## src/sha1sh_pkg.sv

```systemverilog
// ----------------------------------------------------------------------------
// sha1sh_pkg
// Types, constants and round helpers shared by the SHA-1 stream hasher files.
// ----------------------------------------------------------------------------
package sha1sh_pkg;

    // Sequencer states (one-hot)
    typedef enum logic [4:0] {
        ST_IDLE  = 5'b00001,
        ST_ROUND = 5'b00010,
        ST_FOLD  = 5'b00100,
        ST_PAD   = 5'b01000,
        ST_OUT   = 5'b10000
    } state_t;

    typedef logic [31:0] word_t;

    localparam int          NUM_CHAIN     = 5;
    localparam int          WIN_DEPTH     = 16;
    localparam logic [6:0]  LAST_ROUND    = 7'd79;
    localparam logic [5:0]  LAST_FILL     = 6'd63;
    localparam logic [5:0]  PAD_LIMIT     = 6'd55;
    localparam logic [5:0]  LEN_START     = 6'd56;
    localparam logic [7:0]  PAD_BYTE      = 8'h80;
    localparam logic [2:0]  LAST_WORD_IDX = 3'd4;

    localparam word_t INIT_CHAIN [NUM_CHAIN] = '{
        32'h67452301, 32'hEFCDAB89, 32'h98BADCFE, 32'h10325476, 32'hC3D2E1F0
    };

    localparam word_t K0 = 32'h5A827999;
    localparam word_t K1 = 32'h6ED9EBA1;
    localparam word_t K2 = 32'h8F1BBCDC;
    localparam word_t K3 = 32'hCA62C1D6;

    // Round boundaries
    localparam logic [6:0] R20 = 7'd20;
    localparam logic [6:0] R40 = 7'd40;
    localparam logic [6:0] R60 = 7'd60;

    // Round constant for round t
    function automatic word_t round_k(input logic [6:0] t);
        word_t k;
        if (t < R20)
            k = K0;
        else if (t < R40)
            k = K1;
        else if (t < R60)
            k = K2;
        else
            k = K3;
        return k;
    endfunction

    // Boolean function for round t: choose, parity, majority, parity
    function automatic word_t round_f(input logic [6:0] t, input word_t b,
                                      input word_t c, input word_t d);
        word_t f;
        if (t < R20)
            f = (b & c) | (~b & d);
        else if (t < R40 || t >= R60)
            f = b ^ c ^ d;
        else
            f = (b & c) | (b & d) | (c & d);
        return f;
    endfunction

endpackage

```

## src/sha1_stream_hasher.sv

```systemverilog
// ----------------------------------------------------------------------------
// sha1_stream_hasher
// SHA-1 over a byte stream with one shared round unit and a small sequencer.
// ----------------------------------------------------------------------------
// Usage:
//   Input channel (in_valid/in_ready): one transaction carries an optional
//   byte (has_byte) and an optional end of message (message_end). in_ready
//   is high only while the sequencer is idle.
//   Output channel (out_valid/out_ready): after an end of message, five
//   transactions carry digest words H0..H4, word_index 0..4, last_word on
//   the fifth. Words are held until taken; a stalled receiver simply holds
//   the block in its output phase.
// Sequence:
//   A byte that does not complete a 64-byte block leaves the sequencer idle.
//   A byte that completes one starts 80 rounds through the single round unit,
//   one per cycle, then one chaining add. An end of message shifts padding
//   in one byte per cycle up to the block boundary, then compresses one or
//   two blocks, then shows five words at one per cycle when the receiver
//   is ready.
// Reset: asynchronous, active low; returns the chaining words to the SHA-1
//   initial values and clears the byte and bit counts.
// ----------------------------------------------------------------------------
module sha1_stream_hasher (
    input  logic        clk,
    input  logic        rst_n,
    input  logic        in_valid,
    output logic        in_ready,
    input  logic [7:0]  data_byte,
    input  logic        has_byte,
    input  logic        message_end,
    output logic        out_valid,
    input  logic        out_ready,
    output logic [31:0] digest_word,
    output logic [2:0]  word_index,
    output logic        last_word
);

    sha1sh_pkg::state_t state_reg, state_next;

    sha1sh_pkg::word_t chain_reg [sha1sh_pkg::NUM_CHAIN];
    sha1sh_pkg::word_t chain_next [sha1sh_pkg::NUM_CHAIN];
    sha1sh_pkg::word_t win_reg [sha1sh_pkg::WIN_DEPTH];
    sha1sh_pkg::word_t win_next [sha1sh_pkg::WIN_DEPTH];
    sha1sh_pkg::word_t work_reg [sha1sh_pkg::NUM_CHAIN];
    sha1sh_pkg::word_t work_next [sha1sh_pkg::NUM_CHAIN];

    logic [5:0]  fill_reg, fill_next;
    logic [63:0] bits_reg, bits_next;
    logic [6:0]  round_reg, round_next;
    logic [2:0]  out_idx_reg, out_idx_next;
    logic        pend_reg, pend_next;     // end of message waits on a compress
    logic        pad_reg, pad_next;       // padding of this message under way
    logic        final_reg, final_next;   // current pad block carries length
    logic        first_reg, first_next;   // next pad byte is the 0x80 marker

    logic        in_fire;
    logic        out_fire;
    logic        shift_en;
    logic [7:0]  shift_byte;
    logic [7:0]  len_byte;
    logic [7:0]  pad_byte;
    sha1sh_pkg::word_t w_new;
    sha1sh_pkg::word_t round_sum;

    assign in_ready  = (state_reg == sha1sh_pkg::ST_IDLE);
    assign out_valid = (state_reg == sha1sh_pkg::ST_OUT);
    assign in_fire   = in_valid && in_ready;
    assign out_fire  = out_valid && out_ready;

    // Output fields straight from registers
    assign word_index = out_idx_reg;
    assign last_word  = (out_idx_reg == sha1sh_pkg::LAST_WORD_IDX);
    always_comb
    begin
        case (out_idx_reg)
            3'd0:    digest_word = chain_reg[0];
            3'd1:    digest_word = chain_reg[1];
            3'd2:    digest_word = chain_reg[2];
            3'd3:    digest_word = chain_reg[3];
            default: digest_word = chain_reg[4];
        endcase
    end

    // Padding byte: marker, zero fill, or big-endian bit length
    assign len_byte = 8'(bits_reg >> {~fill_reg[2:0], 3'b000});
    always_comb
    begin
        if (first_reg)
            pad_byte = sha1sh_pkg::PAD_BYTE;
        else if (final_reg && (fill_reg >= sha1sh_pkg::LEN_START))
            pad_byte = len_byte;
        else
            pad_byte = 8'h00;
    end

    // Message schedule feedback and shared round adder
    assign w_new = {win_reg[13] ^ win_reg[8] ^ win_reg[2] ^ win_reg[0]} << 1
                 | {31'd0, (win_reg[13][31] ^ win_reg[8][31]
                            ^ win_reg[2][31] ^ win_reg[0][31])};
    assign round_sum = {work_reg[0][26:0], work_reg[0][31:27]}
                     + sha1sh_pkg::round_f(round_reg, work_reg[1], work_reg[2],
                                           work_reg[3])
                     + work_reg[4] + win_reg[0]
                     + sha1sh_pkg::round_k(round_reg);

    // Sequencer
    always_comb
    begin
        state_next   = state_reg;
        fill_next    = fill_reg;
        bits_next    = bits_reg;
        round_next   = round_reg;
        out_idx_next = out_idx_reg;
        pend_next    = pend_reg;
        pad_next     = pad_reg;
        final_next   = final_reg;
        first_next   = first_reg;
        chain_next   = chain_reg;
        work_next    = work_reg;
        shift_en     = 1'b0;
        shift_byte   = data_byte;

        unique case (state_reg)
            sha1sh_pkg::ST_IDLE:
            begin
                if (in_fire)
                begin
                    if (has_byte)
                    begin
                        shift_en  = 1'b1;
                        fill_next = fill_reg + 6'd1;
                        bits_next = bits_reg + 64'd8;
                    end
                    if (has_byte && (fill_reg == sha1sh_pkg::LAST_FILL))
                    begin
                        pend_next  = message_end;
                        round_next = 7'd0;
                        work_next  = chain_reg;
                        state_next = sha1sh_pkg::ST_ROUND;
                    end
                    else if (message_end)
                    begin
                        pad_next   = 1'b1;
                        first_next = 1'b1;
                        final_next = (fill_next <= sha1sh_pkg::PAD_LIMIT);
                        state_next = sha1sh_pkg::ST_PAD;
                    end
                end
            end
            sha1sh_pkg::ST_PAD:
            begin
                shift_en   = 1'b1;
                shift_byte = pad_byte;
                first_next = 1'b0;
                fill_next  = fill_reg + 6'd1;
                if (fill_reg == sha1sh_pkg::LAST_FILL)
                begin
                    round_next = 7'd0;
                    work_next  = chain_reg;
                    state_next = sha1sh_pkg::ST_ROUND;
                end
            end
            sha1sh_pkg::ST_ROUND:
            begin
                work_next[4] = work_reg[3];
                work_next[3] = work_reg[2];
                work_next[2] = {work_reg[1][1:0], work_reg[1][31:2]};
                work_next[1] = work_reg[0];
                work_next[0] = round_sum;
                round_next   = round_reg + 7'd1;
                if (round_reg == sha1sh_pkg::LAST_ROUND)
                    state_next = sha1sh_pkg::ST_FOLD;
            end
            sha1sh_pkg::ST_FOLD:
            begin
                for (int i = 0; i < sha1sh_pkg::NUM_CHAIN; i++)
                    chain_next[i] = chain_reg[i] + work_reg[i];
                if (pad_reg && final_reg)
                begin
                    out_idx_next = 3'd0;
                    state_next   = sha1sh_pkg::ST_OUT;
                end
                else if (pad_reg)
                begin
                    // second pad block: zeros then length
                    final_next = 1'b1;
                    state_next = sha1sh_pkg::ST_PAD;
                end
                else if (pend_reg)
                begin
                    pend_next  = 1'b0;
                    pad_next   = 1'b1;
                    first_next = 1'b1;
                    final_next = 1'b1;
                    state_next = sha1sh_pkg::ST_PAD;
                end
                else
                begin
                    state_next = sha1sh_pkg::ST_IDLE;
                end
            end
            sha1sh_pkg::ST_OUT:
            begin
                if (out_fire)
                begin
                    if (out_idx_reg == sha1sh_pkg::LAST_WORD_IDX)
                    begin
                        chain_next   = sha1sh_pkg::INIT_CHAIN;
                        fill_next    = 6'd0;
                        bits_next    = 64'd0;
                        pad_next     = 1'b0;
                        final_next   = 1'b0;
                        out_idx_next = 3'd0;
                        state_next   = sha1sh_pkg::ST_IDLE;
                    end
                    else
                    begin
                        out_idx_next = out_idx_reg + 3'd1;
                    end
                end
            end
            default:
            begin
                state_next = sha1sh_pkg::ST_IDLE;
            end
        endcase
    end

    // Window: byte shift while filling, word shift with feedback per round
    always_comb
    begin
        win_next = win_reg;
        if (shift_en)
        begin
            for (int j = 0; j < sha1sh_pkg::WIN_DEPTH - 1; j++)
                win_next[j] = {win_reg[j][23:0], win_reg[j + 1][31:24]};
            win_next[sha1sh_pkg::WIN_DEPTH - 1] =
                {win_reg[sha1sh_pkg::WIN_DEPTH - 1][23:0], shift_byte};
        end
        else if (state_reg == sha1sh_pkg::ST_ROUND)
        begin
            for (int j = 0; j < sha1sh_pkg::WIN_DEPTH - 1; j++)
                win_next[j] = win_reg[j + 1];
            win_next[sha1sh_pkg::WIN_DEPTH - 1] = w_new;
        end
    end

    // Control and chaining registers
    always_ff @(posedge clk or negedge rst_n)
    begin
        if (!rst_n)
        begin
            state_reg   <= sha1sh_pkg::ST_IDLE;
            chain_reg   <= sha1sh_pkg::INIT_CHAIN;
            fill_reg    <= 6'd0;
            bits_reg    <= 64'd0;
            round_reg   <= 7'd0;
            out_idx_reg <= 3'd0;
            pend_reg    <= 1'b0;
            pad_reg     <= 1'b0;
            final_reg   <= 1'b0;
            first_reg   <= 1'b0;
        end
        else
        begin
            state_reg   <= state_next;
            chain_reg   <= chain_next;
            fill_reg    <= fill_next;
            bits_reg    <= bits_next;
            round_reg   <= round_next;
            out_idx_reg <= out_idx_next;
            pend_reg    <= pend_next;
            pad_reg     <= pad_next;
            final_reg   <= final_next;
            first_reg   <= first_next;
        end
    end

    // Payload registers
    always_ff @(posedge clk)
    begin
        win_reg  <= win_next;
        work_reg <= work_next;
    end

endmodule

```

## config.mk

```make
export PLATFORM = sky130hd
export DESIGN_NAME = sha1_stream_hasher
export DESIGN_NICKNAME = d
export VERILOG_FILES = /design/src/sha1sh_pkg.sv /design/src/sha1_stream_hasher.sv
export SDC_FILE = /design/constraint.sdc
export NUM_CORES = 2
export LEC_CHECK = 0
export ABC_AREA = 1
export BUFFER_PORTS_ARGS = -buffer_cell sky130_fd_sc_hd__buf_2
export CAP_MARGIN = 20
export CORE_MARGIN = 3
export CORE_UTILIZATION = 50
export CTS_CLUSTER_DIAMETER = 50
export DETAILED_ROUTE_END_ITERATION = 8
export PLACE_DENSITY = 0.68
export SETUP_SLACK_MARGIN = 0.5
export SLEW_MARGIN = 20
export SYNTH_ARGS = -nofsm -noshare
export SYNTH_HDL_FRONTEND = slang
export SYNTH_SLANG_ARGS = --single-unit
```

## constraint.sdc

```tcl
create_clock -name clk -period 13.6 [get_ports clk]
set_input_delay 0 -clock clk [delete_from_list [all_inputs] [get_ports clk]]
set_output_delay 0 -clock clk [all_outputs]
set_load 0.01 [all_outputs]
```

After elaboration in Yosys (flattened, before gate mapping)
Cells that the tools add are included.
- register bits after elaboration: 921
- logic and storage cells: 200
- output and inout port bits: 38
- input bits: 14
- add/subtract/negate cells: 13
- muxes and demuxes: 76
- shift-type cells: 1
- equality and inequality tests: 26
- reduce and logical (&&, ||, !) cells: 25
- order comparisons: 6
- bitwise logic cells: 18
- operators with widths (cell ; number):
    512-bit 2-to-1 mux ; 2
    160-bit 2-to-1 mux ; 5
    160-bit case mux with 3 select lines ; 1
    160-bit case mux with 2 select lines ; 1
    32-bit adder ; 9
    64-bit 2-to-1 mux ; 4
    32-bit AND ; 4
    32-bit 2-to-1 mux ; 4
    32-bit case mux with 4 select lines ; 1
    64-bit case mux with 2 select lines ; 1
    32-bit bitwise OR ; 3
    31-bit XOR ; 3
    64-bit by 4-bit adder with 64-bit output, second input constant ; 1
    64-bit by 6-bit >> shifter with 8-bit output ; 1
    32-bit XOR ; 2
    5-bit 2-to-1 mux ; 8
    6-bit 2-to-1 mux ; 6
    32-bit NOT ; 1
    32-bit by 1-bit bitwise OR with 32-bit output ; 1
    31-bit 2-to-1 mux ; 1
    5-bit case mux with 5 select lines ; 1
    8-bit 2-to-1 mux ; 3
    1-bit 2-to-1 mux ; 22
    7-bit 2-to-1 mux ; 3
    other kinds (42) ; 77

Logic depth before layout (Yosys ltp)
- word-level depth: 10
- mapped depth: 28

Least setup slack after synthesis
No wires, ideal clock.
- path type: register to register
- start: register, netlist name word_index[0]
- end: register win_reg[0] in the netlist's numbering (enable)
- setup slack: -0.055 ns
- required time: 9.953 ns
- period minus slack after synthesis: 13.655 ns
- data arrival time: 10.008 ns
- stages on the path, launching flop included: 15
- library setup time: 3.647 ns
- cell sequence: dfrtp_1 inv_1 ha_1 nand2_1 inv_1 a21oi_2 inv_2 nand2_2 nor2_4 nand2_4 nand2_4 inv_4 buf_6 buf_4 nand2_1
- RTL lines (element ; line ; source):
    to (signal assigned) ; sha1_stream_hasher.sv:282 ; win_reg <= win_next;
    to (decl) ; sha1_stream_hasher.sv:42 ; sha1sh_pkg::word_t win_reg [sha1sh_pkg::WIN_DEPTH];

Worst setup path in the final report
- start: register state_reg[3]
- end: register win_reg[75] in the netlist's numbering (enable)
- cells in the longest elaborated chain, start to end: 5
- elaborated cells on any way between the ends: 7
- RTL lines (element ; line ; source):
    from (decl) ; sha1_stream_hasher.sv:38 ; sha1sh_pkg::state_t state_reg, state_next;
    from (signal assigned) ; sha1_stream_hasher.sv:253 ; state_reg <= sha1sh_pkg::ST_IDLE;
    from (signal assigned) ; sha1_stream_hasher.sv:266 ; state_reg <= state_next;
    5-bit by 1-bit == test with 1-bit output ; sha1_stream_hasher.sv:65, sha1_stream_hasher.sv:123 ;
    1-bit logical AND ; sha1_stream_hasher.sv:67 ; assign in_fire = in_valid && in_ready;
    1-bit 2-to-1 mux ; sha1_stream_hasher.sv:126 ; if (in_fire)
    1-bit case mux with 2 select lines ; sha1_stream_hasher.sv:123 ; unique case (state_reg)
    2-bit nonzero test (no source line) (*) ; - ;
Every way passes the cells marked *; elsewhere a longest branch is shown, timed or not.
A chain may end at the register's enable or synchronous reset.

==> results.py <==
metrics = {
    "outcome": {
        "status": "completed",
    },
    "clocking": {
        "clk_pin_slew_ps": 60,
        "cts.sinks": 918,
        "clk_latency_ps": 780,
        "clk_path_buf_depth": 3,
        "cts_tree": "done",
        "post_cts_buffers": 0,
        "numCtsBuffers": 131,
        "cts_max_level": 4,
        "root_buffer": "clkbuf_16",
    },
    "worst_setup_path": {
        "crit_path_end_kind": "flip-flop",
        "start_kind": "flip-flop",
        "r2r_start": "state_reg[3]",
        "max_stage_delay_ps": 900,
        "worst_path_max_delay_cell": "buf_4",
        "path_buf_inv": 6,
        "cp.required_ps": 13990,
        "crit_chain": "nor2_4, nand3_2, buf_4, inv_2, a21oi_2, nor2_4, buf_4, nand2_4, nand2_8, inv_16, nand2_8, buf_4, buf_4",
        "path_max_fanout": 178,
        "worstPathArrival_ps": 7120,
        "r2r_cells": 13,
        "timing.critical_path.mode_cell": "buf_4",
        "r2r_end": "win_reg[75]",
        "cp_top_family": "buffers and inverters",
        "path_class": "reg -> reg",
        "startpoint": "state_reg[3]",
        "regToRegSetupSlack_ps": 6870,
    },
    "global_routing": {
        "grt_max_degree": 228,
        "grt_pass1_vias": 48230,
        "grt_overflow": 0,
        "grt_pass1_wl_um": 289000,
        "grtUsageTotal_pct": 31.50,
        "antenna_found_initial": 3,
    },
    "sta": {
        "tightestPinTransition_ps": 1060,
        "finalHoldWorstSlack_ps": 60.48,
        "fin_ws_ps": 6873,
        "fin_setup_tns_ps": 0,
        "setup_violations": 0,
        "rsz0062_at_grt": "no",
        "finalCritPeriodShare_pct": 49.46,
        "hold_violations": 0,
        "min_period_ps": 6727,
        "slew_headroom_pct": 28.60,
        "finClkSkew_ps": 35.38,
        "slew_violations": 0,
        "fmax_mhz": 148.7,
    },
    "synth": {
        "synth_edf_count": 672,
        "synth_nets": 7568,
        "synthFlopType": "edfxtp_1",
        "async_flop_share_pct": 26.80,
        "synth-seq-cells": 918,
        "syn_avg_cell_area_um2": 8.024,
        "ys.warnings.count": 0,
        "ys_types": 55,
        "synth_cells": 7227,
        "netlist_area_um2": 57990,
        "ys_seq_area_share_pct": 45.59,
    },
    "layout": {
        "drive_gt1_share_pct": 5.885,
        "final_common_cell": "nand2_1",
        "largest_reg_flops": 512,
        "multi_input_area_um2": 27630,
        "area_growth_pct": 10.24,
        "regArea_um2": 26440,
        "final_cell_mix": "nand2_1, inv_1, edfxtp_1",
        "fin_nets": 7575,
        "filler_cell_count": 10590,
    },
    "die": {
        "pin_count": 52,
        "start_util_pct": 50.58,
        "num_rows": 124,
        "die_h_um": 346.6,
        "die_area_um2": 120100,
        "die_x_um": 346.6,
        "coreArea_um2": 114700,
    },
    "placed_design": {
        "dp_hpwl_um": 140800,
        "gp_congestion": 1.098,
        "place_ws_ps": 6868,
        "port-buffer-count": 51,
    },
    "detailed_routing": {
        "wl_per_cell_um": 21.68,
        "wl_um": 192000,
        "drtIter0Drc": 5732,
        "drtAntennaViolNets": 0,
        "drc": 0,
        "vias_per_cell": 5.704,
        "dr.pass1.iters": 8,
        "vias": 50520,
    },
    "run": {
        "drv_cap": 0,
    },
    "hold_path": {
        "worst_hold_path_type": "in -> async",
    },
}
## synthesized netlist by cell type (3+ instances only)
cell type	number	area share [%]
nand2_1	2752	18
inv_1	751	4.9
edfxtp_1	672	35
nor2_1	506	3.3
o21ai_0	416	3.6
nand3_1	304	2.6
a21oi_1	276	2.4
ha_1	202	4.4
dfrtp_1	165	7.1
fa_1	125	4.3
xnor2_1	124	1.9
buf_2	100	0.86
clkbuf_1	86	0.56
nor3_1	85	0.73
dfstp_2	81	3.7
nand4_1	79	0.85
o22ai_1	77	0.83
xor2_1	66	1.0
a221oi_1	58	0.88
o21ai_1	42	0.36
a211oi_1	27	0.35
buf_4	26	0.34
o21bai_1	22	0.28
a21o_1	18	0.23
nand3b_1	17	0.22
buf_1	16	0.10
or2_2	16	0.17
o21a_1	14	0.18
a21boi_0	12	0.16
nor4_1	11	0.12
o31ai_1	9	0.12
a31oi_1	7	0.076
and3_1	6	0.065
o211ai_1	6	0.078
a22oi_1	5	0.065
buf_6	5	0.097
nor3b_1	5	0.065
a22o_1	4	0.060
inv_2	4	0.026
o221ai_1	4	0.060
clkinv_1	3	0.019
nand2_2	3	0.032
nor2_4	3	0.058
o2111ai_1	3	0.045
## through the flow
stage | cells | cell area [um^2] | utilization (%)
2_1_floorplan | 7227 | 57990 | -
3_3_place_gp | 8595 | 59420 | 51.83
3_5_place_dp | 8595 | 59420 | 51.83
4_1_cts | 8851 | 63870 | 55.71
5_1_grt | 8853 | 63920 | 55.75
6_report | 8857 | 63930 | 55.75
## area by class of cell
type | count | share of cell area (%)
diodes | 4 | 0.01566
clock buffers | 154 | 5.408
clock inverters | 86 | 1.276
inverters | 759 | 4.494
multi-input cells | 5316 | 43.22
flip-flops and latches | 918 | 41.36
well taps | 1512 | 2.959
repair buffers | 108 | 1.268
## routing by layer
layer | share of wire [%] | wire (um) | track usage (%) | up-vias
li1 | - | - | - | 23790
met1 | 40 | 77160 | 40.90 | 23950
met2 | 44 | 84890 | 48.47 | 2284
met3 | 9.0 | 17350 | 7.225 | 503
met4 | 6.6 | 12590 | 18.48 | 0
met5 | 0 | 0 | 0 | -
## what timing repair did
| item | 4_1_cts | 5_1_grt |
|---|---|---|
| hold buffers | 16 | 1 |
| hold endpoints to repair | 137 | 1 |
| gates resized for setup | 0 | 0 |
## cells by family after synthesis
logic type	Yosys count	synth area share [%]
AND/OR/NAND/NOR	3795	26.18
XOR/XNOR	190	2.870
adder cells (fa/ha/maj)	327	8.674
buffers and inverters	993	6.883
AO/OA/AOI/OAI	1004	9.807
flip-flops	918	45.59
## worst max-delay path by stage
stage / cells past startpoint / slack [ps] / to
floorplan: 14 / 5130 / win_reg[0]
global placement: 13 / 6980 / win_reg[285]
detailed placement: 13 / 6870 / win_reg[245]
CTS: 13 / 6860 / win_reg[418]
global route: 13 / 6410 / win_reg[285]
finish: 13 / 6870 / win_reg[75]
Power is not shown: default switching activity piles up to over one toggle a cycle in this logic, so the estimate is an artifact.
